===== src/rtl/trs_ram.sv =====
// ----------------------------------------------------------------------------
// trs_ram
// Generic simple dual-port RAM, one write port, one registered read port.
// ----------------------------------------------------------------------------
module trs_ram #(
  parameter int WIDTH = 8,
  parameter int DEPTH = 512
) (
  input  logic                     clk,
  input  logic                     we,
  input  logic [$clog2(DEPTH)-1:0] waddr,
  input  logic [WIDTH-1:0]         wdata,
  input  logic [$clog2(DEPTH)-1:0] raddr,
  output logic [WIDTH-1:0]         rdata
);

  logic [WIDTH-1:0] mem [DEPTH];

  always_ff @(posedge clk) begin
    if (we) begin
      mem[waddr] <= wdata;
    end
    rdata <= mem[raddr];
  end

endmodule


===== config.mk =====
export PLATFORM = sky130hd
export DESIGN_NAME = trs_ram
export DESIGN_NICKNAME = d
export VERILOG_FILES = /design/src/rtl/trs_ram.sv
export SDC_FILE = /design/constraint.sdc
export NUM_CORES = 2
export LEC_CHECK = 0
export BUFFER_PORTS_ARGS = -buffer_cell sky130_fd_sc_hd__buf_2
export CELL_PAD_IN_SITES_DETAIL_PLACEMENT = 1
export CELL_PAD_IN_SITES_GLOBAL_PLACEMENT = 1
export CORE_ASPECT_RATIO = 1.1
export CORE_MARGIN = 2
export CORE_UTILIZATION = 60
export DETAILED_ROUTE_END_ITERATION = 10
export PLACE_DENSITY_LB_ADDON = 0.1
export SYNTH_ARGS = -nofsm -noshare
export SYNTH_HDL_FRONTEND = slang
export SYNTH_SLANG_ARGS = --single-unit

===== constraint.sdc =====
create_clock -name clk -period 5.51 [get_ports clk]
set_clock_uncertainty 0.05 [all_clocks]
set_input_delay 1.102 -clock clk [delete_from_list [all_inputs] [get_ports clk]]
set_output_delay 1.102 -clock clk [all_outputs]
set_load 0.1 [all_outputs]

==> flow_summary.toml <==
[run_status]
status = "complete, but fails checks"
violations = "max-capacitance violations, max-slew violations"

[sta]
max_freq_mhz = 203
setup-tns-final_ns = 0
slew_headroom_pct = -11.7
final_hold_viol_count = 0
layout_setup_ws_ns = 0.581
finalCritPeriodShare_pct = 89.5
layout_min_cycle_time_ns = 4.93
holdWs_ns = 0.540
setup_viol = 0
final_max_slew_viol_count = 2
worst_pin_slew_ns = 1.66
rsz0062_at_grt = "false"

[clock_network]
numCtsBuffers = 402
post_cts_resized = 0
path_clk_slew_ns = 0.06
cts_tree = "yes"
clkSinkCount = 4104
htreeDepth = 5
cts-root-buf = "clkbuf_16"
cts_buffer_depth = 4
insertion_delay_ns = 0.92
cts_hold_buf = 0
post_cts_buffers = 0

[critical_path]
worstReg2RegEnd = "rdata[5]$_DFF_P_"
crit_fanout = 63
path_cells = "buf_8 -> nand2b_4 -> buf_12 -> buf_4 -> o221ai_1 -> nor3_1 -> nor4_1 -> buf_4 -> o311ai_1 -> nor4_1 -> o2111a_1"
cp-start-kind = "input port"
reg2reg_slack_ns = 1.87
arrival_ns = 5.72
cp_slowest_cell = "nor4_1"
cpPeakStageDelay_ns = 1.20
rr_startpoint = "mem[259][5]$_DFFE_PP_"
worst-setup-path-type = "in -> reg"
crit_required_ns = 6.30
rr_worst_depth = 8
end_kind = "flip-flop"

[detailed_routing]
drt-total-wl_mm = 456
avgViaCountPerCell = 6.99
routedWlPerCell_um = 37.6
drt_pass1_iterations = 6
via_count = 84800
drcViolationCount = 0
drt_iter0_drc = 11300
ant_nets = 0

[finish]
fin_area_um2 = 178000
multiInputGateArea_um2 = 34000
finalNetCount = 8321
drive_above_1_share_pct = 18.6
layout.area.seq_um2 = 123000
area_growth_pct = 11.2
n_fill_cell = 20900

[power_and_ir_drop]
leakagePower_nw = 56.6
p_sw_share_pct = 21.7
p_switching_mw = 14.0
power_density_nw_per_um2 = 362
p_int_mw = 50.4
pwr-share-seq_pct = 53.5
p_comb_share_pct = 5.2
ir_drop_v = 0.000371
power_frac_clock_pct = 41.3

[global_routing]
grt_max_degree = 165
grt_pass1_vias = 88100
grt-ovfl-total = 0
grt_usage_pct = 33.9
gr-usage-met3_pct = 6.60
use_met1_pct = 46.9
grt_use_met2_pct = 53.7
antenna_found_initial = 23
grt_pass1_wl_mm = 655
grt-busiest-layer = "met2"

[floorplanning]
start_util_pct = 60.4
die_x_um = 496
pin_count = 36
rows = 198
die_y_um = 545
core_area_um2 = 265000
die-area_um2 = 271000

[min_path]
min_from = "wdata[3]"
hold_depth = 1
hold_end = "mem[415][3]$_DFFE_PP_"
worstHoldPathType = "in -> reg"

[placement]
port_buffers = 35
place_ws_ns = 0.0471
place_area_um2 = 165000
dp_hpwl_mm = 277
globalplace.congestion = 0.874

[yosys]
synth.area.top_cells = "edfxtp_1, mux4_2, mux2i_1, o221ai_1, nor2_1"
synthCells = 8030
seq_area_frac_synth_pct = 77.0
syn_area_um2 = 160000
yosys_register_bits = 4104
synth_edf_count = 4096
async_reset_ff_share_pct = 0
synth_area_leader_cell = "edfxtp_1"
netlist.area_leader.share_pct = 76.9
yosysWarnings = 0
synthFlopType = "edfxtp_1"
synth.avg_cell_area_um2 = 19.9
syn-num-nets = 8058
synthDistinctLibCells = 51

[run]
drv_cap = 2
==> stage by stage <==
step	total power, mW	cells	utilization [%]
floorplan	36.8	8030	-
global placement	38.3	11400	62.4
detailed placement	38.4	11400	62.4
CTS	64.5	12100	67.2
global route	65.7	12100	67.2
finish	64.3	12100	67.2
==> metal layers <==
layer / vias to the layer above / share of wire, %
met5: - / 0.018
met4: 12 / 4.6
met3: 972 / 9.7
met2: 4926 / 49
met1: 44900 / 37
li1: 34000 / -
==> cells in the final DEF, fill, tap and decap left out, types with 79 or more instances in the layout <==
| cell type | instances |
|---|---|
| a21oi_1 | 194 |
| buf_12 | 79 |
| buf_4 | 259 |
| clkbuf_1 | 81 |
| clkbuf_16 | 409 |
| clkinv_1 | 94 |
| edfxtp_1 | 4096 |
| mux2i_1 | 797 |
| mux4_2 | 654 |
| nand2_1 | 96 |
| nor2_1 | 595 |
| nor3_1 | 109 |
| o21ai_0 | 117 |
| o221ai_1 | 371 |
| o22ai_1 | 163 |
==> cells by family after synthesis <==
kind of cell / count (synthesis) / synth area share, %
mux: 1451 / 14.2
simple gates: 980 / 2.63
flops: 4104 / 77.0
compound gates: 979 / 4.31
buf+inv: 516 / 1.85
==> critical path, delay by kind of cell <==
family | cells | cell delay (ns)
AOI/OAI and AO/OA | 3 | 0.89
buffers and inverters | 4 | 1.24
and+or+nand+nor | 4 | 2.20
==> cell type report <==
class / count / share of cell area, %
clock inverters: 211 / 1.01
flip-flops and latches: 4104 / 69.2
diodes: 19 / 0.0267
multi-input cells: 3410 / 19.1
clock buffers: 500 / 6.00
well taps: 3500 / 2.46
inverters: 3 / 0.0105
repair buffers: 372 / 2.14
==> state kept, by name, summed over array words and instances, names as in the netlist <==
name and count:
mem 4096, rdata 8
==> power by group through the flow <==
stage	Combinational (mW)	Sequential, mW	Clock (mW)
global route	3.46	34.4	27.8
finish	3.34	34.4	26.6
CTS	3.31	34.4	26.7
floorplan	1.64	35.2	0
detailed placement	3.28	35.1	0
global placement	3.18	35.1	0
==> worst max path at each step <==
stage	start	end	depth (start not counted)
after global placement	raddr[6]	rdata[0]$_DFF_P_	10
after detailed placement	raddr[6]	rdata[0]$_DFF_P_	10
after global routing	raddr[1]	rdata[5]$_DFF_P_	11
final	raddr[1]	rdata[5]$_DFF_P_	11
after CTS	raddr[1]	rdata[0]$_DFF_P_	11
after floorplan	raddr[0]	rdata[0]$_DFF_P_	10
==> cells in the mapped netlist, types with 41 or more instances <==
master / instances
o221ai_1: 371
o22ai_1: 163
a21oi_1: 194
clkbuf_1: 265
buf_6: 64
buf_1: 41
nor2_1: 597
buf_4: 70
mux2i_1: 797
mux4_2: 654
a22oi_1: 61
nand2_1: 111
nor3_1: 109
buf_2: 57
o21ai_0: 118
edfxtp_1: 4096
(Power assumes the default switching activity.)
