[config.mk]
export PLATFORM = sky130hd
export DESIGN_NAME = trs_period_cell
export DESIGN_NICKNAME = d
export VERILOG_FILES = /design/src/rtl/trs_pkg.sv /design/src/rtl/trs_period_cell.sv
export SDC_FILE = /design/constraint.sdc
export NUM_CORES = 1
export LEC_CHECK = 0
export ABC_AREA = 1
export BUFFER_PORTS_ARGS = -buffer_cell sky130_fd_sc_hd__buf_2
export CORE_ASPECT_RATIO = 1.25
export CORE_UTILIZATION = 58
export DETAILED_ROUTE_END_ITERATION = 10
export GPL_TIMING_DRIVEN = 0
export PLACE_DENSITY = 0.84
export SLEW_MARGIN = 20
export SYNTH_ARGS = -nofsm -noshare
export SYNTH_HDL_FRONTEND = slang
export SYNTH_SLANG_ARGS = --single-unit
[constraint.sdc]
create_clock -name clk -period 8.1 [get_ports clk]
set_input_delay 0.405 -clock clk [delete_from_list [all_inputs] [get_ports clk]]
set_output_delay 0.405 -clock clk [all_outputs]
set_load 0.01 [all_outputs]
[src/rtl/trs_pkg.sv]
// ----------------------------------------------------------------------------
// trs_pkg
// Shared types and constants for the tandem repeat trim scanner.
// ----------------------------------------------------------------------------
package trs_pkg;

  // Request kinds carried on the input tuser bit
  localparam logic REQ_BASE  = 1'b0;
  localparam logic REQ_DRAIN = 1'b1;

  localparam int MP_W       = 6;    // max_period register width
  localparam int PH_W       = 7;    // phase counter inside a period cell
  localparam int CNT_W      = 8;    // matched-base counter
  localparam int TOT_W      = 9;    // run length r*s before saturation
  localparam int SCAN_W     = 9;    // scan step and clipped availability
  localparam int TRIM_CELLS = 255;  // offsets a run can reach from its start

  localparam logic [CNT_W-1:0] RUN_CAP_M1 = 8'd253;  // stop counting at 254
  localparam logic [7:0]       TRIM_CAP   = 8'd255;
  localparam logic [MP_W-1:0]  MP_RESET   = 6'd18;

  typedef enum logic [1:0] {
    ST_IDLE,
    ST_SCAN,
    ST_REDUCE,
    ST_EMIT
  } state_t;

  // Broadcast from the sequencer to every period cell
  typedef struct packed {
    logic            start;
    logic            feed;
    logic            avail;
    logic [7:0]      data;
    logic [MP_W-1:0] max_period;
  } scan_bus_t;

  // Base byte handed from one period cell to the next
  typedef struct packed {
    logic       fed;
    logic [7:0] data;
  } link_t;

  typedef struct packed {
    logic [7:0] left;
    logic [7:0] right;
  } trim_t;

endpackage

[src/rtl/trs_period_cell.sv]
// ----------------------------------------------------------------------------
// trs_period_cell
// One repeat period S. Holds the base fed S steps ago, counts the matching
// bases from the scan start and tracks the run length in whole copies.
// ----------------------------------------------------------------------------
module trs_period_cell #(
  parameter int S = 1
) (
  input  logic              clk,
  input  logic              rst,
  input  trs_pkg::scan_bus_t bus,
  input  trs_pkg::link_t    link_in,
  output trs_pkg::link_t    link_out,
  input  logic [7:0]        carry_in,
  output logic [7:0]        carry_out,
  output logic              busy
);

  localparam logic [trs_pkg::PH_W-1:0]  PH_LAST = trs_pkg::PH_W'(S - 1);
  localparam logic [trs_pkg::PH_W-1:0]  PERIOD  = trs_pkg::PH_W'(S);
  localparam logic [trs_pkg::TOT_W-1:0] STEP    = trs_pkg::TOT_W'(S);

  trs_pkg::link_t              link_q;
  logic                        active;
  logic [trs_pkg::CNT_W-1:0]   cnt;
  logic [trs_pkg::PH_W-1:0]    ph;
  logic [trs_pkg::TOT_W-1:0]   tot;
  logic                        rep;
  logic [7:0]                  carry;
  logic                        step;
  logic                        match;
  logic [7:0]                  cand;

  assign step  = active && bus.feed && link_q.fed;
  assign match = bus.avail && (bus.data == link_q.data);

  // Candidate run length, 1 when no second copy was seen
  always_comb begin
    if (!rep) begin
      cand = 8'd1;
    end else if (tot > trs_pkg::TOT_W'(trs_pkg::TRIM_CAP)) begin
      cand = trs_pkg::TRIM_CAP;
    end else begin
      cand = tot[7:0];
    end
  end

  // Control state and neighbor data
  always_ff @(posedge clk) begin
    link_q.data <= link_in.data;
    if (rst) begin
      active     <= 1'b0;
      link_q.fed <= 1'b0;
    end else if (bus.start) begin
      active     <= ({1'b0, bus.max_period} >= PERIOD);
      link_q.fed <= 1'b0;
    end else begin
      link_q.fed <= link_in.fed;
      if (step && (!match || cnt == trs_pkg::RUN_CAP_M1)) begin
        active <= 1'b0;
      end
    end
  end

  // Run counters
  always_ff @(posedge clk) begin
    carry <= (cand > carry_in) ? cand : carry_in;
    if (bus.start) begin
      cnt <= '0;
      ph  <= '0;
      tot <= STEP;
      rep <= 1'b0;
    end else if (step && match) begin
      cnt <= cnt + 1'b1;
      if (ph == PH_LAST) begin
        ph  <= '0;
        tot <= tot + STEP;
        rep <= 1'b1;
      end else begin
        ph <= ph + 1'b1;
      end
    end
  end

  assign link_out  = link_q;
  assign carry_out = carry;
  assign busy      = active;

endmodule

==> metrics.md, run 1 <==
| Metric | Value |
|---|---|
| Status | finished, final reports clean |
| Slowest stage cell, crit path | dfxtp_1 |
| Vias | 2,400 |
| Gr ovfl total | 0 |
| Yosys warns | 0 |
| Worst min path class | input port to register |
| F_max | 301 MHz |
| # rows | 26 |
| Antenna fix cells | 0 |
| PnR Total Power | 0.432 mW |
| I/O pin total | 54 |
| Clk pwr share | 39.4% |
| CTS tree | done |
| Syn Inst Count | 374 |
| RSZ-0062 raised after global routing | false |
| First-pass GRT wire length | 8870 um |
| Pwr per Cell Area | 147 nW/um^2 |
| Synthesized area per cell | 6.65 sq um |
| I/O Buffers | 52 |
| Layout cells sized above 1 | 16.8% |
| Flops & latches, synth | 43 |
| Core Util, Final | 71.5% |
| Max incr delay on CP | 0.42 ns |
| Post-CTS setup buffers | 0 |
| Place WS | 4.79 ns |
| Period utilization | 41.1% |
| Starting density of the core | 60.7% |
| LEAKAGE | 1.57 nW |
| Die W | 60.6 um |
| CP max FO | 10 |
| Commonest non-fill, non-tap cell in the layout | nand2_1 |
| Die area | 4560 sq um |
| Sequential power share | 50.6% |
| Sw frac | 24.4% |
| Largest cells by area after synthesis | dfxtp_1 35%, nand2_1 17%, inv_1 9.7%, ha_1 7.0%, nor2_1 5.0% |
| Combinational power share | 10.0% |
| Final antenna-violating net count | 0 |
| Non-filler cells in the finished layout | 490 |
| Setup ws final | 4.77 ns |
| Clock sinks | 43 |
| Post-cts resize count | 0 |
| Biggest area consumer among synthesized cells | dfxtp_1 |
| Internal power | 0.327 mW |
| Syn Nets | 424 |
| Area growth syn-to-layout | 17.8% |
| Post-synthesis sequential area ratio | 34.6% |
| Vias per cell | 4.90 |
| Post-CTS Hold Fix Bufs | 0 |
| Synth top area share | 34.6% |
| Clock Path Buffers | 2 |
| Root Driver | clkbuf_8 |
| Residual DRC count | 0 |
| Max VDD drop | 0.171 mV |
| Netlist cell types | 30 |
| Delay-heaviest family, CP | compound AO/OA/AOI/OAI gates |
| Final Hold Violating Endpoints | 0 |
| Die Ht | 75.2 um |
| Pin count of the biggest net entering global routing | 15 |
| Setup crit end kind | register |
| Setup CP Type | register to register |
| Final WL | 5210 um |
| Netlist Area Pre-Place | 2490 sq um |
| Total negative slack | 0 ns |
| Num CTS Buffers | 5 |
| Buf/Inv on CP | 3 |
| Placed cell count | 482 |
| Placer Congestion | 0.835 |
| Final HPWL DP | 4030 um |
| CTS H-tree depth | 2 |
| CP cell instances | ha_1 -> nand2_1 -> nor3_1 -> inv_1 -> nor3_1 -> ha_1 -> a21oi_1 -> o21ai_0 -> inv_1 -> ha_1 -> a21oi_1 -> o21ai_0 -> and2_1 -> o22ai_1 -> buf_2 -> o21ai_0 |
| Std-Cell Core Area | 4100 sq um |
| Final Max Tran Viols | 0 |
| Antenna violations before repair | 0 |
| Clk_lat worst skew | 0.30 ns |
| Vias in the first global route | 2,184 |
| Most frequent cells in the layout | 113 x nand2_1, 64 x inv_1, 56 x buf_2, 43 x dfxtp_1, 33 x nor2_1 |
| CTS clk-pin slew, worst paths | 0.09 ns |
| Worst Tran Pin Value | 0.636 ns |
| Max-cap violation count | 0 |
| Final #Nets | 483 |
| Slew headroom | 57.3% |
| Final setup viols | 0 |
| CP arrival | 3.51 ns |
| Tmin final | 3.33 ns |
| Worst setup SP type | register |
| Final Skew | 0.0137 ns |
| Initial drt markers | 83 |
| Wire per inst | 10.6 um |
| Worst path required time | 8.29 ns |
| First-pass detailed-route iteration total | 4 |
| Tot GR Track Use | 25.4% |
| P_sw | 0.105 mW |
logic make-up (layout without fill, tap and decap cells):
family	count (synthesis)	in the layout	share of synthesized area, %
XOR/XNOR	14	14	4.93
flip-flops	43	43	34.6
AND/OR/NAND/NOR	186	186	32.9
AO/OA/AOI/OAI	46	46	9.41
adder cells (fa/ha/maj)	14	14	7.04
buffers and inverters	71	131	11.1
final timing paths:
kind	from	to	slack, ns	depth (start not counted)
max	tot[0]	carry_out[5]	4.77	16
min	link_in[6]	link_out[6]	0.20	1
min reg2reg	ph[0]	ph[0]	0.50	2
max reg2reg	tot[0]	carry_out[5]	4.77	16
synth_stat cells:
cell type,number
nor4_1,1
clkinv_1,1
nand4_1,10
nor3_1,8
buf_2,4
nor2_2,2
nand2_1,113
and2_1,1
o21ai_0,20
ha_1,14
a21boi_0,1
nand3_1,8
clkbuf_1,1
xnor2_1,6
o21ai_1,1
or2_4,1
inv_1,64
nand3b_1,3
nand4_4,1
nor3_2,1
dfxtp_1,43
nor3b_1,1
nor2_1,33
xor2_1,8
or2_2,1
a21oi_1,23
o22ai_1,1
nand2_4,1
nor3_4,1
clkbuf_4,1
cell type report:
| class | count | area, sq um |
|---|---|---|
| buffer | 6 | 31.3 |
| clock buffer | 5 | 68.8 |
| clock inverter | 3 | 43.8 |
| fill | 367 | 1170 |
| inverter | 65 | 244 |
| multi-input combinational | 260 | 1350 |
| sequential | 43 | 861 |
| tap | 56 | 70.1 |
| timing repair buffer | 52 | 260 |
worst reg2reg max path: stages (launching register included):
cell,delay (ns)
dfxtp_1,0.42
ha_1,0.19
nand2_1,0.09
nor3_1,0.25
inv_1,0.09
nor3_1,0.14
ha_1,0.17
a21oi_1,0.11
o21ai_0,0.30
inv_1,0.08
ha_1,0.29
a21oi_1,0.15
o21ai_0,0.08
and2_1,0.14
o22ai_1,0.33
buf_2,0.28
o21ai_0,0.10
per-stage QoR:
step,area [sq um],hold WS (ns)
3_3_place_gp,2820,0.475
2_1_floorplan,2490,0.433
5_1_grt,2930,0.186
3_5_place_dp,2820,0.481
4_1_cts,2930,0.195
6_report,2930,0.197
metal layers:
| metal | share of wire [%] | routed length, um | vias to the layer above | track usage [%] |
|---|---|---|---|---|
| met3 | 3.3 | 170 | 7 | 4.98 |
| met1 | 43 | 2250 | 1064 | 28.2 |
| li1 | - | - | 1280 | - |
| met5 | 0 | 0 | - | 0 |
| met2 | 52 | 2730 | 49 | 47.0 |
| met4 | 1.1 | 58 | 0 | 9.09 |
power groups by stage:
stage / combinational, mW / sequential (mW) / clock (mW)
after CTS: 0.0435 / 0.219 / 0.172
after floorplan: 0.0220 / 0.226 / 0
final: 0.0432 / 0.219 / 0.170
after global routing: 0.0493 / 0.220 / 0.181
after global placement: 0.0418 / 0.224 / 0
after detailed placement: 0.0429 / 0.224 / 0
state kept, by name (all words and copies together) (netlist names):
signal	flops
link_out	9
cnt	8
ph	7
carry_out	8
rep	1
busy	1
tot	9
Note: power is estimated with default switching activity, not from simulation.
==> run 2, diff against run 1 <==
- ABC_AREA: 1 -> 0
- CORE_UTILIZATION: 58 -> 52
- PLACE_DENSITY: 0.84 -> 0.78
- clock period: 8.1 -> 3.1 ns (I/O delays scaled with it)
==> metrics.md, run 2 <==
| Metric | Value |
|---|---|
| Status | finished, final reports clean (unchanged) |
| Most frequent cells in the layout | 55 x buf_2, 43 x dfxtp_1, 21 x a21oi_1, 17 x inv_1, 16 x nand2_1 (was 113 x nand2_1, 64 x inv_1, 56 x buf_2, 43 x dfxtp_1, 33 x nor2_1) |
| Fraction of registers with async set/reset | 0% (unchanged) |
| Yosys warns | 0 (unchanged) |
| Worst setup SP type | register (unchanged) |
| Clock sinks | 43 (unchanged) |
| Post-CTS setup buffers | 0 (unchanged) |
| Max incr delay on CP | 0.44 ns (was 0.42 ns) |
| Final antenna-violating net count | 0 (unchanged) |
| Worst path depth | 12 (was 16) |
| Wire per inst | 12.9 um (was 10.6 um) |
| Starting density of the core | 55.6% (was 60.7%) |
| Netlist cell types | 38 (was 30) |
| Vias | 1,909 (was 2,400) |
| Area growth syn-to-layout | 23.5% (was 17.8%) |
| First-pass GRT wire length | 7890 um (was 8870 um) |
| Setup ws final | 0.267 ns (was 4.77 ns) |
| DP Area | 2470 sq um (was 2820 sq um) |
| Place WS | 0.0612 ns (was 4.79 ns) |
| Worst Tran Pin Value | 0.519 ns (was 0.636 ns) |
| Antenna violations before repair | 0 (unchanged) |
| CTS H-tree depth | 2 (unchanged) |
| Layout fillers | 341 (was 367) |
| Most instantiated cells after synthesis | 43 x dfxtp_1, 21 x a21oi_1, 17 x inv_1 (was 113 x nand2_1, 64 x inv_1, 43 x dfxtp_1) |
| Root Driver | clkbuf_8 (unchanged) |
| Synth top area share | 40.2% (was 34.6%) |
| Final setup viols | 0 (unchanged) |
| Pwr per Cell Area | 385 nW/um^2 (was 147 nW/um^2) |
| Max VDD drop | 0.267 mV (was 0.171 mV) |
| Die area | 4380 sq um (was 4560 sq um) |
| Dominant synthesized flop cell | dfxtp_1 (unchanged) |
| Largest cells by area after synthesis | dfxtp_1 40%, ha_1 8.2%, a21oi_1 4.9%, xnor2_1 4.1%, mux2_2 3.7% (was dfxtp_1 35%, nand2_1 17%, inv_1 9.7%, ha_1 7.0%, nor2_1 5.0%) |
| Cells on worst reg2reg path | 12 (was 16) |
| Post-synthesis sequential area ratio | 40.2% (was 34.6%) |
| Pin count of the biggest net entering global routing | 14 (was 15) |
| Worst min path class | input port to register (unchanged) |
| Final #Nets | 352 (was 483) |
| Tot GR Track Use | 24.3% (was 25.4%) |
| Clock Path Buffers | 2 (unchanged) |
| Total negative slack | 0 ns (unchanged) |
| Period utilization | 91.4% (was 41.1%) |
| CTS clk-pin slew, worst paths | 0.08 ns (was 0.09 ns) |
| Gr ovfl total | 0 (unchanged) |
| Setup CP Type | register to register (unchanged) |
| Clk_lat worst skew | 0.30 ns (about the same) |
| F_max | 353 MHz (was 301 MHz) |
| Placer Congestion | 0.801 (was 0.835) |
| Max-cap violation count | 0 (unchanged) |
| Register area | 861 sq um (unchanged) |
| Slew headroom | 65.4% (was 57.3%) |
| Slowest stage cell, crit path | dfxtp_1 (unchanged) |
| Initial drt markers | 36 (was 83) |
| Area of the multi-input gates | 1180 sq um (was 1350 sq um) |
| Core Util, Final | 68.7% (was 71.5%) |
| Antenna fix cells | 0 (unchanged) |
| Biggest area consumer among synthesized cells | dfxtp_1 (unchanged) |
| First-pass detailed-route iteration total | 4 (unchanged) |
| LEAKAGE | 1.08 nW (was 1.57 nW) |
| CP arrival | 3.03 ns (was 3.51 ns) |
| Most frequent CP cell | ha_1 |
| Syn Nets | 285 (was 424) |
| Final WL | 4620 um (was 5210 um) |
| R2r endpoint | carry_out[5] (unchanged) |
| CTS tree | done (unchanged) |
| Delay-heaviest family, CP | compound AO/OA/AOI/OAI gates (unchanged) |
| # rows | 25 (was 26) |
| Layout cells sized above 1 | 26.4% (was 16.8%) |
| Post-synth EDFFs | 0 (unchanged) |
| Die W | 59.4 um (was 60.6 um) |
| Most frequent cell after synthesis | dfxtp_1 (was nand2_1) |
| Commonest non-fill, non-tap cell in the layout | buf_2 (was nand2_1) |
| Die Ht | 73.7 um (was 75.2 um) |
| Buf/Inv on CP | 0 (was 3) |
| CP cell instances | and4_1 -> nand2_1 -> nor2_1 -> ha_1 -> nor2_2 -> o21a_1 -> ha_1 -> nor2b_1 -> o211ai_1 -> a21oi_1 -> o22ai_4 -> mux2_2 (was ha_1 -> nand2_1 -> nor3_1 -> inv_1 -> nor3_1 -> ha_1 -> a21oi_1 -> o21ai_0 -> inv_1 -> ha_1 -> a21oi_1 -> o21ai_0 -> and2_1 -> o22ai_1 -> buf_2 -> o21ai_0) |
| Final Max Tran Viols | 0 (unchanged) |
| I/O pin total | 54 (unchanged) |
| Critical path destination | carry_out[5] (unchanged) |
| Vias in the first global route | 1,840 (was 2,184) |
| I/O Buffers | 52 (unchanged) |
| Worst Setup SP | tot[3] (was tot[0]) |
| Synthesized area per cell | 9.10 sq um (was 6.65 sq um) |
| Std-Cell Core Area | 3850 sq um (was 4100 sq um) |
| Syn Inst Count | 235 (was 374) |
| Tmin final | 2.83 ns (was 3.33 ns) |
| Worst path required time | 3.29 ns (was 8.29 ns) |
| RSZ-0062 raised after global routing | false (unchanged) |
| Crit Reg-Reg Startpoint | tot[3] (was tot[0]) |
| Vias per cell | 5.35 (was 4.90) |
| Final HPWL DP | 3330 um (was 4030 um) |
| Residual DRC count | 0 (unchanged) |
| Post-route cell area | 2640 sq um (was 2930 sq um) |
| Netlist Area Pre-Place | 2140 sq um (was 2490 sq um) |
| Num CTS Buffers | 5 (unchanged) |
| R2r setup slk | 0.27 ns (was 4.77 ns) |
| Setup crit end kind | register (unchanged) |
| Final Hold Violating Endpoints | 0 (unchanged) |
| CP max FO | 8 (was 10) |
| Flops & latches, synth | 43 (unchanged) |
| Final Skew | 0.00484 ns (was 0.0137 ns) |
[run 2: cell types whose count changed in the layout (fill, tap and decap cells not counted), moves of 5 or more]
cell,previous run,this run
or3_1,0,7
nor2_1,33,7
inv_1,64,17
xor2_1,8,1
o21ai_0,20,9
o31ai_1,0,8
mux2_2,0,7
nand2_1,113,16
nand4_1,10,5
o21a_1,0,7
dlygate4sd3_1,0,8
or4_1,0,9
[run 2: where the power goes]
group | leakage, nW | internal, mW | total [mW] | switching (mW)
clock network | 0.0477 | 0.154 | 0.351 | 0.197
logic | 0.675 | 0.0504 | 0.0960 | 0.0457
registers | 0.353 | 0.565 | 0.570 | 0.00535
[run 2: stage by stage]
| step | instances | total power [mW] | hold WS (ns) |
|---|---|---|---|
| 6_report | 357 | 1.02 | 0.0233 |
| 5_1_grt | 357 | 1.06 | 0.0207 |
| 4_1_cts | 357 | 1.02 | 0.0196 |
| 3_5_place_dp | 341 | 0.671 | 0.259 |
| 3_3_place_gp | 341 | 0.668 | 0.257 |
| 2_1_floorplan | 235 | 0.628 | 0.183 |
[run 2: layer usage]
metal	up-vias	part of all wire [%]	track usage (%)
li1	983	-	-
met4	0	1.5	11.6
met3	6	2.8	3.17
met1	886	40	25.1
met5	-	0	0
met2	34	56	46.6
[run 2: worst register-to-register path: cells and delay by family (launching register included)]
kind / cells / cell delay, ns
AO/OA/AOI/OAI: 4 / 0.76
adder cells (fa/ha/maj): 2 / 0.48
flip-flops: 1 / 0.44
multiplexers: 1 / 0.38
AND/OR/NAND/NOR: 5 / 0.67
[run 2: cells by family after synthesis]
family / share of synthesized area [%]
AO/OA/AOI/OAI: 15.3
XOR/XNOR: 4.50
AND/OR/NAND/NOR: 21.8
buffers and inverters: 4.91
flip-flops: 40.2
adder cells (fa/ha/maj): 8.19
multiplexers: 5.09
[run 2: layout make-up]
class / count / area share (%)
well taps: 54 / 2.56
inverters: 17 / 2.42
clock buffers: 5 / 2.61
flip-flops and latches: 43 / 32.6
multi-input cells: 167 / 44.8
repair buffers: 60 / 12.9
plain buffers: 8 / 1.56
clock inverters: 3 / 0.568
[run 2: timing repair]
action                                  CTS  global route
endpoints found under the hold margin     8             0
hold buffers                              8             0
endpoints found under the setup margin    0             8
gates resized for setup                   0             2
[run 2: worst min-delay path by stage]
stage,start,to,slack [ns],cells after the start
2_1_floorplan,link_in[0],link_out[0],0.18,0
3_3_place_gp,link_in[2],link_out[2],0.26,1
3_5_place_dp,link_in[6],link_out[6],0.26,1
4_1_cts,rst,busy,0.02,2
5_1_grt,rst,busy,0.02,2
6_report,rst,busy,0.02,2
