[src/rtl/trs_pkg.sv]
// ----------------------------------------------------------------------------
// trs_pkg
// Shared types and constants for the tandem repeat trim scanner.
// ----------------------------------------------------------------------------
package trs_pkg;

  // Request kinds carried on the input tuser bit
  localparam logic REQ_BASE  = 1'b0;
  localparam logic REQ_DRAIN = 1'b1;

  localparam int MP_W       = 6;    // max_period register width
  localparam int PH_W       = 7;    // phase counter inside a period cell
  localparam int CNT_W      = 8;    // matched-base counter
  localparam int TOT_W      = 9;    // run length r*s before saturation
  localparam int SCAN_W     = 9;    // scan step and clipped availability
  localparam int TRIM_CELLS = 255;  // offsets a run can reach from its start

  localparam logic [CNT_W-1:0] RUN_CAP_M1 = 8'd253;  // stop counting at 254
  localparam logic [7:0]       TRIM_CAP   = 8'd255;
  localparam logic [MP_W-1:0]  MP_RESET   = 6'd18;

  typedef enum logic [1:0] {
    ST_IDLE,
    ST_SCAN,
    ST_REDUCE,
    ST_EMIT
  } state_t;

  // Broadcast from the sequencer to every period cell
  typedef struct packed {
    logic            start;
    logic            feed;
    logic            avail;
    logic [7:0]      data;
    logic [MP_W-1:0] max_period;
  } scan_bus_t;

  // Base byte handed from one period cell to the next
  typedef struct packed {
    logic       fed;
    logic [7:0] data;
  } link_t;

  typedef struct packed {
    logic [7:0] left;
    logic [7:0] right;
  } trim_t;

endpackage

[src/rtl/trs_trim_cell.sv]
// ----------------------------------------------------------------------------
// trs_trim_cell
// Trim pair of one pending position. On each emit it takes its neighbor's
// pair and applies the run found at the emitted position, at offset OFF.
// ----------------------------------------------------------------------------
module trs_trim_cell #(
  parameter int OFF = 1
) (
  input  logic                       clk,
  input  logic                       rst,
  input  logic                       shift,
  input  logic [7:0]                 best,
  input  logic [trs_pkg::SCAN_W-1:0] avail,
  input  trs_pkg::trim_t             nbr,
  output trs_pkg::trim_t             q
);

  localparam logic [trs_pkg::SCAN_W-1:0] OFF_W = trs_pkg::SCAN_W'(OFF);
  localparam logic [7:0]                 OFF_B = 8'(OFF);
  localparam logic [7:0]                 OFF_R = 8'(OFF + 1);  // right trim at this offset

  logic           hit;
  logic [7:0]     lval;
  trs_pkg::trim_t spread;

  // Offset lies inside the run and inside the received bases
  assign hit  = ({1'b0, best} > OFF_W) && (avail > OFF_W);
  assign lval = best - OFF_B;

  always_comb begin
    spread = nbr;
    if (hit) begin
      if (nbr.right < OFF_R) spread.right = OFF_R;
      if (nbr.left < lval)   spread.left  = lval;
    end
  end

  always_ff @(posedge clk) begin
    if (rst) begin
      q <= '0;
    end else if (shift) begin
      q <= spread;
    end
  end

endmodule

[config.mk]
export PLATFORM = sky130hd
export DESIGN_NAME = trs_trim_cell
export DESIGN_NICKNAME = d
export VERILOG_FILES = /design/src/rtl/trs_pkg.sv /design/src/rtl/trs_trim_cell.sv
export SDC_FILE = /design/constraint.sdc
export NUM_CORES = 1
export LEC_CHECK = 0
export BUFFER_PORTS_ARGS = -buffer_cell sky130_fd_sc_hd__buf_2
export CAP_MARGIN = 20
export CORE_MARGIN = 4
export CORE_UTILIZATION = 35
export CTS_CLUSTER_SIZE = 30
export DETAILED_ROUTE_END_ITERATION = 10
export GPL_TIMING_DRIVEN = 0
export PLACE_DENSITY_LB_ADDON = 0.08
export REMOVE_ABC_BUFFERS = 1
export SLEW_MARGIN = 30
export SYNTH_ARGS = -nofsm -noshare
export SYNTH_HDL_FRONTEND = slang
export SYNTH_SLANG_ARGS = --single-unit
[constraint.sdc]
create_clock -name clk -period 5.8 [get_ports clk]
set_input_delay 0.58 -clock clk [delete_from_list [all_inputs] [get_ports clk]]
set_output_delay 0.58 -clock clk [all_outputs]
set_load 0.1 [all_outputs]
==> impl_results.md, run 1 <==
- Run status: completed
- CP Max Fanout: 13
- Clk pwr share: 0.227
- Count of hold-fix buffers inserted at cts: 0
- Layout overhead on the synthesized area: 28.81%
- Final Hold Fails: 0
- Number of buffers between clock root and the deepest sink: 2
- Number of core rows: 19
- Core area: 0.002781 mm2
- Num ports: 52
- Maximum number of pins on one net before global-route repair: 17
- Clock Latency Late Sink: 290 ps
- Fraction of registers with async set/reset: 0
- Die extent in y: 62.34 um
- Slew at the pin closest to its max-slew limit: 720.2 ps
- Total number of vias: 995
- Synth Cell Area: slightly above 0.001 mm2
- Largest register FFs: 16
- Clock Tree Root: sky130_fd_sc_hd__clkbuf_4
- Wire length of the first global-routing pass: 4374 um
- Vias per cell: 5.209
- Gate count after technology mapping: 111
- Count of input and output buffers: 50
- Yosys warning total: 0
- Sw Pwr: 138.3 uW
- Highest clock rate: 317.4 MHz
- Area of the die: 0.003886 mm2
- Number of setup violations in the final report: 0
- Sequential fraction of the synthesis area: 0.3099
- Initial cell density of the core: 0.3716
- Avg Cell Area, Syn: approximately 9.3 um2
- Leakage: 0.0006357 uW
- # fillers: 287
- First drt pass iteration count: 4
- Clock tree from TritonCTS: done
- CP Data Required Time: 5990 ps
- Cell-internal power: 193.4 uW
- Routability cong.: 0.7628
- Period minus WS final: 3151 ps
- Final antenna diode count: 0
- Fin area: 0.001331 mm2
- Registers with the most flip-flops: q x16
- Remaining Overflow, GRT: 0
- Data arrival time at the worst-slack endpoint: 3340 ps
- Setup repair bufs after CTS: 0
- Total area of multi-input combinational cells: roughly 670 um2
- Category of the worst setup path capture point: flop
- Top reg by flops: q
- RSZ-0062 raised after global routing: false
- Net switching fraction of the power: 0.4168
- Number of enable flip-flop cells after synthesis: 0
- Storage element area: 320.3 um2
- Instance area after placement: 0.001295 mm2
- Clock H-tree levels: 1
- Share of power burned in registers: 0.369
- Post-cts gate resize count: 0
- Overall track demand over capacity in global routing: 0.1322
- Number of global-route vias before repair: 993
- Max-Cap Viols: 0
- Fraction of layout cells with a size suffix above 1: 0.3813
- Horizontal extent of the die: ~62 um
- Clock-pin transition on the worst setup and hold timing paths: ~90 ps
- Sinks on Clock Net: 16
- Final Max Slew Viols: 0
- Fin crit share: 0.5433
- Top FF cell, synth: sky130_fd_sc_hd__dfxtp_1
- Total clock buffers created by CTS: 3
- Kind of critical path: in -> reg
- Number of nets with antenna violations after detailed routing: 0
- Maximum vdd ir drop: 163.4 uV
- Hold crit path type: reg -> reg
- Nets: between 200 and 250
- Setup_tns: 0 ps
- Detailed placer's ending HPWL: 2106 um
- Number of distinct standard cells referenced by the synthesized netlist: 35
- Kind of launch point of the worst setup path: input pin
- Worst max-slew margin expressed relative to the limit: 0.5199
- Initial drt markers: 28
- Logic gate share of total power: 0.404
- Total Routed Length: about 2500 um
- Worst clock skew: 0 ps
- Power Dens Cells: 249.2 mW/mm2
- Initial antenna violation count: 0
- Residual DRC: 0
- Register bit total from synthesis: 16
- Drt wl/cell: between 10 and 15 um
## worst paths after layout
check	from	depth (start not counted)	end	slack, ps
max reg2reg	q[9]	2	q[9]	5120
min reg2reg	q[0]	2	q[0]	470
max	best[4]	10	q[10]	2650
min	q[0]	2	q[0]	470
## critical path: stages
cell and delay, ps:
sky130_fd_sc_hd__buf_2 120, sky130_fd_sc_hd__or4_4 560, sky130_fd_sc_hd__nor4_1 240, sky130_fd_sc_hd__xnor2_1 220, sky130_fd_sc_hd__ha_1 340, sky130_fd_sc_hd__nand2_1 110, sky130_fd_sc_hd__a211oi_1 80, sky130_fd_sc_hd__a2111oi_4 670
sky130_fd_sc_hd__a31oi_1 190, sky130_fd_sc_hd__a22o_1 230
## Yosys cell counts, types with 2 or more instances
| library cell | count | area (um2) |
|---|---|---|
| sky130_fd_sc_hd__dfxtp_1 | 16 | 320.3 |
| sky130_fd_sc_hd__nor2_1 | 15 | 56.30 |
| sky130_fd_sc_hd__ha_1 | 9 | 112.6 |
| sky130_fd_sc_hd__a22o_1 | 6 | 52.55 |
| sky130_fd_sc_hd__a31oi_1 | 6 | 37.54 |
| sky130_fd_sc_hd__mux2i_1 | 6 | 60.06 |
| sky130_fd_sc_hd__xnor2_1 | 5 | 43.79 |
| sky130_fd_sc_hd__a211oi_1 | 3 | 22.52 |
| sky130_fd_sc_hd__a21o_1 | 3 | 22.52 |
| sky130_fd_sc_hd__a21o_2 | 3 | 26.28 |
| sky130_fd_sc_hd__inv_1 | 3 | 11.26 |
| sky130_fd_sc_hd__nor3_1 | 3 | 15.01 |
| sky130_fd_sc_hd__a21oi_1 | 2 | 10.01 |
| sky130_fd_sc_hd__a311oi_1 | 2 | 17.52 |
| sky130_fd_sc_hd__clkbuf_1 | 2 | 7.510 |
| sky130_fd_sc_hd__nand2_1 | 2 | 7.510 |
| sky130_fd_sc_hd__nand2b_1 | 2 | 12.51 |
| sky130_fd_sc_hd__nor4_1 | 2 | 12.51 |
| sky130_fd_sc_hd__o211ai_1 | 2 | 15.01 |
| sky130_fd_sc_hd__o21ai_0 | 2 | 10.01 |
| sky130_fd_sc_hd__or3_1 | 2 | 12.51 |
| sky130_fd_sc_hd__or4_1 | 2 | 15.01 |
## final cells by class
cell class,count,area share
inverter,3,0.008459
multi-input combinational,87,0.5066
clock buffer,4,0.02726
tap,31,0.02914
timing repair buffer,50,0.1880
sequential,16,0.2406
## cell usage in the layout, fill, tap and decap left out, drive strengths merged, types with 3 or more instances in the layout
master / instances
a21o: 6
xnor2: 5
clkbuf: 4
a22o: 6
mux2i: 6
nor4: 3
inv: 3
buf: 50
a211oi: 3
or4: 3
ha: 9
nor2: 16
dfxtp: 16
a31oi: 6
nor3: 3
## per-stage QoR
stage / instances / hold slack (ps) / util / total power (uW) / worst slack [ps]
after floorplan: 106 / 649.1 / - / 226.0 / 2790
after global placement: 187 / 456.6 / 0.4656 / 257.9 / 2380
after detailed placement: 187 / 462.9 / 0.4656 / 259.7 / 2340
after CTS: 191 / 479.3 / 0.4786 / 335.4 / 2656
after global routing: 191 / 505.2 / 0.4786 / 351.6 / 2467
final: 191 / 469.0 / 0.4786 / 331.7 / 2649
## power groups by stage
stage / logic, uW / registers [uW] / clock network [uW]
after floorplan: 39.3 / 187 / 0
after global placement: 133 / 125 / 0
after detailed placement: 135 / 125 / 0
after CTS: 135 / 123 / 78.0
after global routing: 144 / 124 / 84.1
final: 134 / 122 / 75.2
## metal layers
layer  vias up  part of all wire  global-route usage
met5         -                 0                   0
met3         4             0.070             0.03604
met4         0             0.010             0.03979
met2        32              0.44              0.1982
li1        521                 -                   -
met1       438              0.48              0.1835
## cell families after synthesis
kind of cell             count (synthesis)  synth area share
AND/OR/NAND/NOR                         35            0.1901
AO/OA/AOI/OAI                           31            0.2446
flip-flops                              16            0.3099
adder cells (fa/ha/maj)                  9            0.1090
buffers and inverters                    8           0.03752
XOR/XNOR                                 6           0.05085
multiplexers                             6           0.05811
Note: power is estimated with default switching activity, not from simulation.
==> inputs of run 2 (changes only) <==
==> constraint.sdc (replaced) <==
create_clock -name clk -period 3 [get_ports clk]
set_input_delay 0.3 -clock clk [delete_from_list [all_inputs] [get_ports clk]]
set_output_delay 0.3 -clock clk [all_outputs]
set_load 0.1 [all_outputs]
==> run 2 against run 1 <==
Critical path type unchanged. Total power increased by 96%. Hold slack got worse by 210 ps. Largest power group unchanged. First-iteration DRC count decreased by 36%.
==> impl_results.md, run 2 (synthesis results as in run 1) <==
- Clk pwr share: 0.223 (-0.004)
- Largest register FFs: 16 (unchanged)
- Max-Cap Viols: 0 (unchanged)
- Clock Tree Root: sky130_fd_sc_hd__clkbuf_4
- Cell with the largest stage delay on the worst path: sky130_fd_sc_hd__or4_4
- Reg2Reg Depth: 2 (unchanged)
- First drt pass iteration count: 4 (unchanged)
- Clock Latency Late Sink: 290 ps (about the same)
- Share of power burned in registers: 0.364 (-0.005)
- Remaining Overflow, GRT: 0 (unchanged)
- Family with the most delay on the worst path: simple AND/OR/NAND/NOR gates
- Worst R2R End: q[9]
- Logic gate share of total power: 0.413 (+0.009)
- Count of hold-fix buffers inserted at cts: 0 (unchanged)
- Kind of critical path: in -> reg
- Power Dens Cells: 478.4 mW/mm2 (+92%)
- Overall track demand over capacity in global routing: 0.1322 (unchanged)
- Origin of the critical flop-to-flop path: q[9]
- CP Max Fanout: 3 (-10)
- Highest clock rate: 362.0 MHz
- Routability cong.: 0.7628 (unchanged)
- Maximum vdd ir drop: 315.2 uV (+93%)
- Total Routed Length: 2499 um (+0.81%)
- Core area: 0.002781 mm2 (unchanged)
- Total number of vias: 1006 (+1.1%)
- Top reg by flops: q
- Sw Pwr: 269.4 uW (+95%)
- Slew at the pin closest to its max-slew limit: 504.4 ps (-215.8 ps)
- Slowest cell delay on critical path: 560 ps (-110 ps)
- Number of global-route vias before repair: 993 (unchanged)
- Dpl ws: -179.7 ps (-2520 ps)
- Horizontal extent of the die: 62.34 um (unchanged)
- Leakage: 0.0006503 uW (+2.3%)
- Count of input and output buffers: 50 (unchanged)
- Clock tree from TritonCTS: done
- Number of nets with antenna violations after detailed routing: 0 (unchanged)
- Maximum number of pins on one net before global-route repair: 17 (unchanged)
- Clock H-tree levels: 1 (unchanged)
- Die extent in y: 62.34 um (unchanged)
- Initial drt markers: 18 (-36%)
- Drt wl/cell: 12.88 um (-0.75%)
- Instance area after placement: 0.001295 mm2 (unchanged)
- Worst max-slew margin expressed relative to the limit: 0.6634 (+0.1435)
- Category of the worst setup path capture point: flop
- Fin area: 0.001359 mm2 (+2.1%)
- Most common cell after layout, fill and taps aside: sky130_fd_sc_hd__buf_2
- Setup_tns: 0 ps (unchanged)
- Initial cell density of the core: 0.3716 (unchanged)
- Nets: 209 (+1.5%)
- Period minus WS final: 2763 ps
- Num ports: 52 (unchanged)
- Layout overhead on the synthesized area: 31.48%
- Final antenna diode count: 0 (unchanged)
- Number of core rows: 19 (unchanged)
- Data arrival time at the worst-slack endpoint: 2960 ps (-380 ps)
- Worst min-delay path startpoint: nbr[3]
- Run status: completed
- Residual DRC: 0 (unchanged)
- Wire length of the first global-routing pass: 4374 um (unchanged)
- Cell-internal power: 380.6 uW (+97%)
- Net switching fraction of the power: 0.4145 (-0.002340)
- Final Hold Fails: 0 (unchanged)
- Detailed placer's ending HPWL: 2106 um (unchanged)
- Fraction of layout cells with a size suffix above 1: 0.3988 (+0.01752)
- Hold path endpoint: q[3]
- Hold crit path type: in -> reg
- Number of setup violations in the final report: 0 (unchanged)
- Number of buffer and inverter stages on the critical path: 1 (unchanged)
- Total clock buffers created by CTS: 3 (unchanged)
- CP Data Required Time: 3200 ps (-2790 ps)
- Number of buffers between clock root and the deepest sink: 2 (unchanged)
- Top library cells by usage in the layout, fill and taps aside: sky130_fd_sc_hd__buf_2, sky130_fd_sc_hd__dfxtp_1, sky130_fd_sc_hd__nor2_1
- Setup slack of the most critical reg-to-reg path: 2320 ps (-2800 ps)
- Clock-pin transition on the worst setup and hold timing paths: 100 ps (about the same)
- Vias per cell: 5.186 (-0.46%)
- RSZ-0062 raised after global routing: false
- Kind of launch point of the worst setup path: input pin
- Final worst hold slack: 261.8 ps (-207.2 ps)
- Hold path cells: 3 (+1)
- Worst clock skew: 0 ps (unchanged)
- Worst Slack Setup Final: 237.2 ps (-2412 ps)
- Sinks on Clock Net: 16 (unchanged)
- Initial antenna violation count: 0 (unchanged)
- Final Max Slew Viols: 0 (unchanged)
- Fin crit share: 0.9209
- Area of the die: 0.003886 mm2 (unchanged)
- Core Util, Final: 0.4885 (+0.009897)
- Registers with the most flip-flops: q x16
- Cell breakdown of the critical path: buf_2 -> or4_4 -> nor4_1 -> xnor2_1 -> ha_1 -> nand2_1 -> a211oi_2 -> a2111o_1 -> or3_1 -> a311oi_1
-- run 2: changes by cell type in the layout (fill, tap and decap cells not counted) --
| cell | change |
|---|---|
| sky130_fd_sc_hd__buf_4 | +3 |
| sky130_fd_sc_hd__a211oi_1 | -1 |
| sky130_fd_sc_hd__a211oi_2 | +1 |
-- run 2: layer usage --
metal	track usage	wire [um]	part of all wire
met3	0.03604	164	0.066
met5	0	0	0
met4	0.03979	25	0.010
met2	0.1982	1085	0.43
met1	0.1835	1224	0.49
-- run 2: layout make-up --
class / instances / area [um2]
clock buffer: 4 / 36.28
timing repair buffer: 53 / 272.8
fill: 285 / 1423
multi-input combinational: 87 / 679.4
inverter: 3 / 11.26
tap: 31 / 38.79
sequential: 16 / 320.3
-- run 2: worst max path at each step --
| stage | start | to | slack, ps | depth (start not counted) |
|---|---|---|---|---|
| 2_1_floorplan | best[4] | q[8] | 270 | 9 |
| 3_3_place_gp | best[4] | q[8] | -140 | 10 |
| 3_5_place_dp | best[4] | q[10] | -180 | 10 |
| 4_1_cts | best[4] | q[10] | 140 | 10 |
| 5_1_grt | best[4] | q[9] | 80 | 10 |
| 6_report | best[4] | q[9] | 240 | 10 |
-- run 2: power by group through the flow --
| stage | clock network [uW] | logic [uW] | registers (uW) |
|---|---|---|---|
| 3_3_place_gp | 0 | 258 | 241 |
| 6_report | 145 | 268 | 237 |
| 4_1_cts | 151 | 261 | 237 |
| 5_1_grt | 163 | 288 | 239 |
| 3_5_place_dp | 0 | 260 | 242 |
| 2_1_floorplan | 0 | 75.9 | 361 |
-- run 2: metrics by stage --
stage / cells / power (uW)
global placement: 187 / 498.6
CTS: 191 / 648.5
floorplan: 106 / 436.9
finish: 194 / 650.1
detailed placement: 187 / 502.1
global route: 194 / 689.2
-- run 2: timing repair --
item | CTS | global route
gates resized for setup | 0 | 1
endpoints found under the setup margin | 0 | 5
setup buffers | 0 | 3
-- run 2: worst register-to-register path, cell delays in order, from the launching register on --
cell	delay, ps
sky130_fd_sc_hd__dfxtp_1	340
sky130_fd_sc_hd__nor2_1	40
sky130_fd_sc_hd__a311oi_1	210
==> inputs of run 3 (changes only) <==
--- a/config.mk
+++ b/config.mk
@@ -7,13 +7,14 @@
 export LEC_CHECK = 0
 export BUFFER_PORTS_ARGS = -buffer_cell sky130_fd_sc_hd__buf_2
 export CAP_MARGIN = 20
+export CELL_PAD_IN_SITES_DETAIL_PLACEMENT = 0
+export CELL_PAD_IN_SITES_GLOBAL_PLACEMENT = 1
 export CORE_MARGIN = 4
-export CORE_UTILIZATION = 35
+export CORE_UTILIZATION = 32
 export CTS_CLUSTER_SIZE = 30
 export DETAILED_ROUTE_END_ITERATION = 10
 export GPL_TIMING_DRIVEN = 0
 export PLACE_DENSITY_LB_ADDON = 0.08
-export REMOVE_ABC_BUFFERS = 1
 export SLEW_MARGIN = 30
 export SYNTH_ARGS = -nofsm -noshare
 export SYNTH_HDL_FRONTEND = slang
==> run 3 against run 2 <==
Combinational power decreased by 2%. Non-clock buffer count increased by 1. Utilization decreased by 4.3 points. Wire length decreased by 0.52%. First-iteration DRC count decreased by 28%. Cell area increased by 0.83%. Clock-buffer cell count unchanged. Critical path depth increased by 1. Sequential cell count unchanged. Critical endpoint is now q[12]. Highest routed layer unchanged.
==> impl_results.md, run 3 (synthesis results as in run 1) <==
- Number of core rows: 20 (+1)
- Count of hold-fix buffers inserted at cts: 0 (unchanged)
- Setup repair bufs after CTS: 0 (unchanged)
- Top reg by flops: q
- Routability cong.: 0.7793 (+2.2%)
- First drt pass iteration count: 4 (unchanged)
- Fin area: 0.001370 mm2 (+0.83%)
- Total number of vias: 987 (-1.9%)
- Non-filler cells, final: 208 (+7.2%)
- Maximum vdd ir drop: 132.3 uV (-58%)
- Final worst hold slack: 273.4 ps (+11.64 ps)
- Layout overhead on the synthesized area: 32.57%
- CP Max Fanout: 10 (+7)
- Slew at the pin closest to its max-slew limit: 523.1 ps (+18.73 ps)
- Final antenna diode count: 0 (unchanged)
- Reg2Reg Depth: 2 (unchanged)
- Initial drt markers: 13 (-5)
- Max-Cap Viols: 0 (unchanged)
- Data arrival time at the worst-slack endpoint: 2930 ps (-30 ps)
- Drt wl/cell: 11.95 um (-7.2%)
- Top library cells by usage in the layout, fill and taps aside: sky130_fd_sc_hd__buf_2, sky130_fd_sc_hd__dfxtp_1, sky130_fd_sc_hd__nor2_1
- Largest register FFs: 16 (unchanged)
- Run status: completed
- Clock-pin transition on the worst setup and hold timing paths: 90 ps (about the same)
- Count of input and output buffers: 49 (-2.0%)
- Num ports: 52 (unchanged)
- Hold crit path type: in -> reg
- Final Max Slew Viols: 0 (unchanged)
- Highest clock rate: 363.1 MHz (+0.31%)
- Sinks on Clock Net: 16 (unchanged)
- Hold path cells: 3 (unchanged)
- Kind of critical path: in -> reg
- Synthesized Nets: 156
- Period minus WS final: 2754 ps (-8.469 ps)
- Initial cell density of the core: 0.3358 (-0.03580)
- Setup slack of the most critical reg-to-reg path: 2340 ps (+20 ps)
- Total Routed Length: 2486 um (-0.52%)
- Wire length of the first global-routing pass: 4105 um (-6.1%)
- Worst Slack Setup Final: 245.7 ps (+8.469 ps)
- Die extent in y: 64.83 um (+4.0%)
- Initial antenna violation count: 0 (unchanged)
- Detailed placer's ending HPWL: 2203 um (+4.6%)
- Leakage: 0.0006450 uW (-0.82%)
- Fraction of layout cells with a size suffix above 1: 0.3780 (-0.02072)
- Final Hold Fails: 0 (unchanged)
- # fillers: 337 (+18%)
- Clock Latency Late Sink: 270 ps (-20 ps)
- Nets: 210 (+0.48%)
- CP Data Required Time: 3170 ps (-30 ps)
- Instance area after placement: 0.001334 mm2 (+3.0%)
- Clock tree from TritonCTS: done
- Remaining Overflow, GRT: 0 (unchanged)
- Clock Tree Root: sky130_fd_sc_hd__clkbuf_4
- Category of the worst setup path capture point: flop
- Fin crit share: 0.9181 (-0.002823)
- RSZ-0062 raised after global routing: false
- Registers with the most flip-flops: q x16
- Maximum number of pins on one net before global-route repair: 11 (-6)
- Number of global-route vias before repair: 973 (-2.0%)
- Number of setup violations in the final report: 0 (unchanged)
- Placed instance count: 204 (+9.1%)
- Power Dens Cells: 464.2 mW/mm2 (-3.0%)
- Kind of launch point of the worst setup path: input pin
- Worst max-slew margin expressed relative to the limit: 0.6513 (-0.01212)
- Vias per cell: 4.745 (-8.5%)
- Dpl ws: -60.47 ps (+119.2 ps)
- Horizontal extent of the die: 64.83 um (+4.0%)
- Core area: 0.003078 mm2 (+11%)
- Residual DRC: 0 (unchanged)
- Overall track demand over capacity in global routing: 0.1229 (-0.009252)
- Most common cell after layout, fill and taps aside: sky130_fd_sc_hd__buf_2
- Core Util, Final: 0.4451 (-0.04341)
- Number of nets with antenna violations after detailed routing: 0 (unchanged)
- Post-cts gate resize count: 0 (unchanged)
- Area of the die: 0.004203 mm2 (+8.1%)
- Total clock buffers created by CTS: 3 (unchanged)
- Number of buffers between clock root and the deepest sink: 2 (unchanged)
- Clock H-tree levels: 1 (unchanged)
- Worst clock skew: 0 ps (unchanged)
## run 3: worst max-delay path: stages
cell and delay [ps]:
sky130_fd_sc_hd__buf_2 110, sky130_fd_sc_hd__or4_4 570, sky130_fd_sc_hd__nor4_1 240, sky130_fd_sc_hd__xnor2_1 150, sky130_fd_sc_hd__ha_1 380, sky130_fd_sc_hd__nand2_1 90, sky130_fd_sc_hd__a211oi_1 420, sky130_fd_sc_hd__a2111oi_4 100
sky130_fd_sc_hd__buf_2 200, sky130_fd_sc_hd__a21o_1 190, sky130_fd_sc_hd__a22o_1 180
## run 3: metrics by stage
stage	power, uW	setup TNS, ps
floorplan	443.5	0
global placement	502.5	-144.7
detailed placement	505.9	-298.5
CTS	643.6	0
global route	673.1	0
finish	636.0	0
## run 3: final cells by class
cell class | instances | area (um2) | area share
flip-flops and latches | 16 | 320.3 | 0.2338
well taps | 44 | 55.05 | 0.04018
inverters | 3 | 11.26 | 0.008219
clock buffers | 4 | 36.28 | 0.02648
repair buffers | 49 | 245.2 | 0.1790
plain buffers | 5 | 27.53 | 0.02009
multi-input cells | 87 | 674.4 | 0.4922
## run 3: report_power, final
part	internal, uW	switching, uW	total [uW]
Combinational	73.0	189	262
Clock	73.7	63.5	137
Sequential	229	7.79	237
Total	376	260	636
## run 3: per-layer routing
metal | routed length, um | vias to the layer above | track usage
li1 | - | 529 | -
met2 | 1125 | 31 | 0.2031
met3 | 140 | 2 | 0.02426
met5 | 0 | - | 0
met1 | 1194 | 425 | 0.1595
met4 | 25 | 0 | 0.03958
## run 3: worst paths after layout
check	startpoint	end
worst max-delay path	best[4]	q[12]
worst min register to register	q[0]	q[0]
worst max register to register	q[9]	q[9]
worst min-delay path	nbr[4]	q[4]
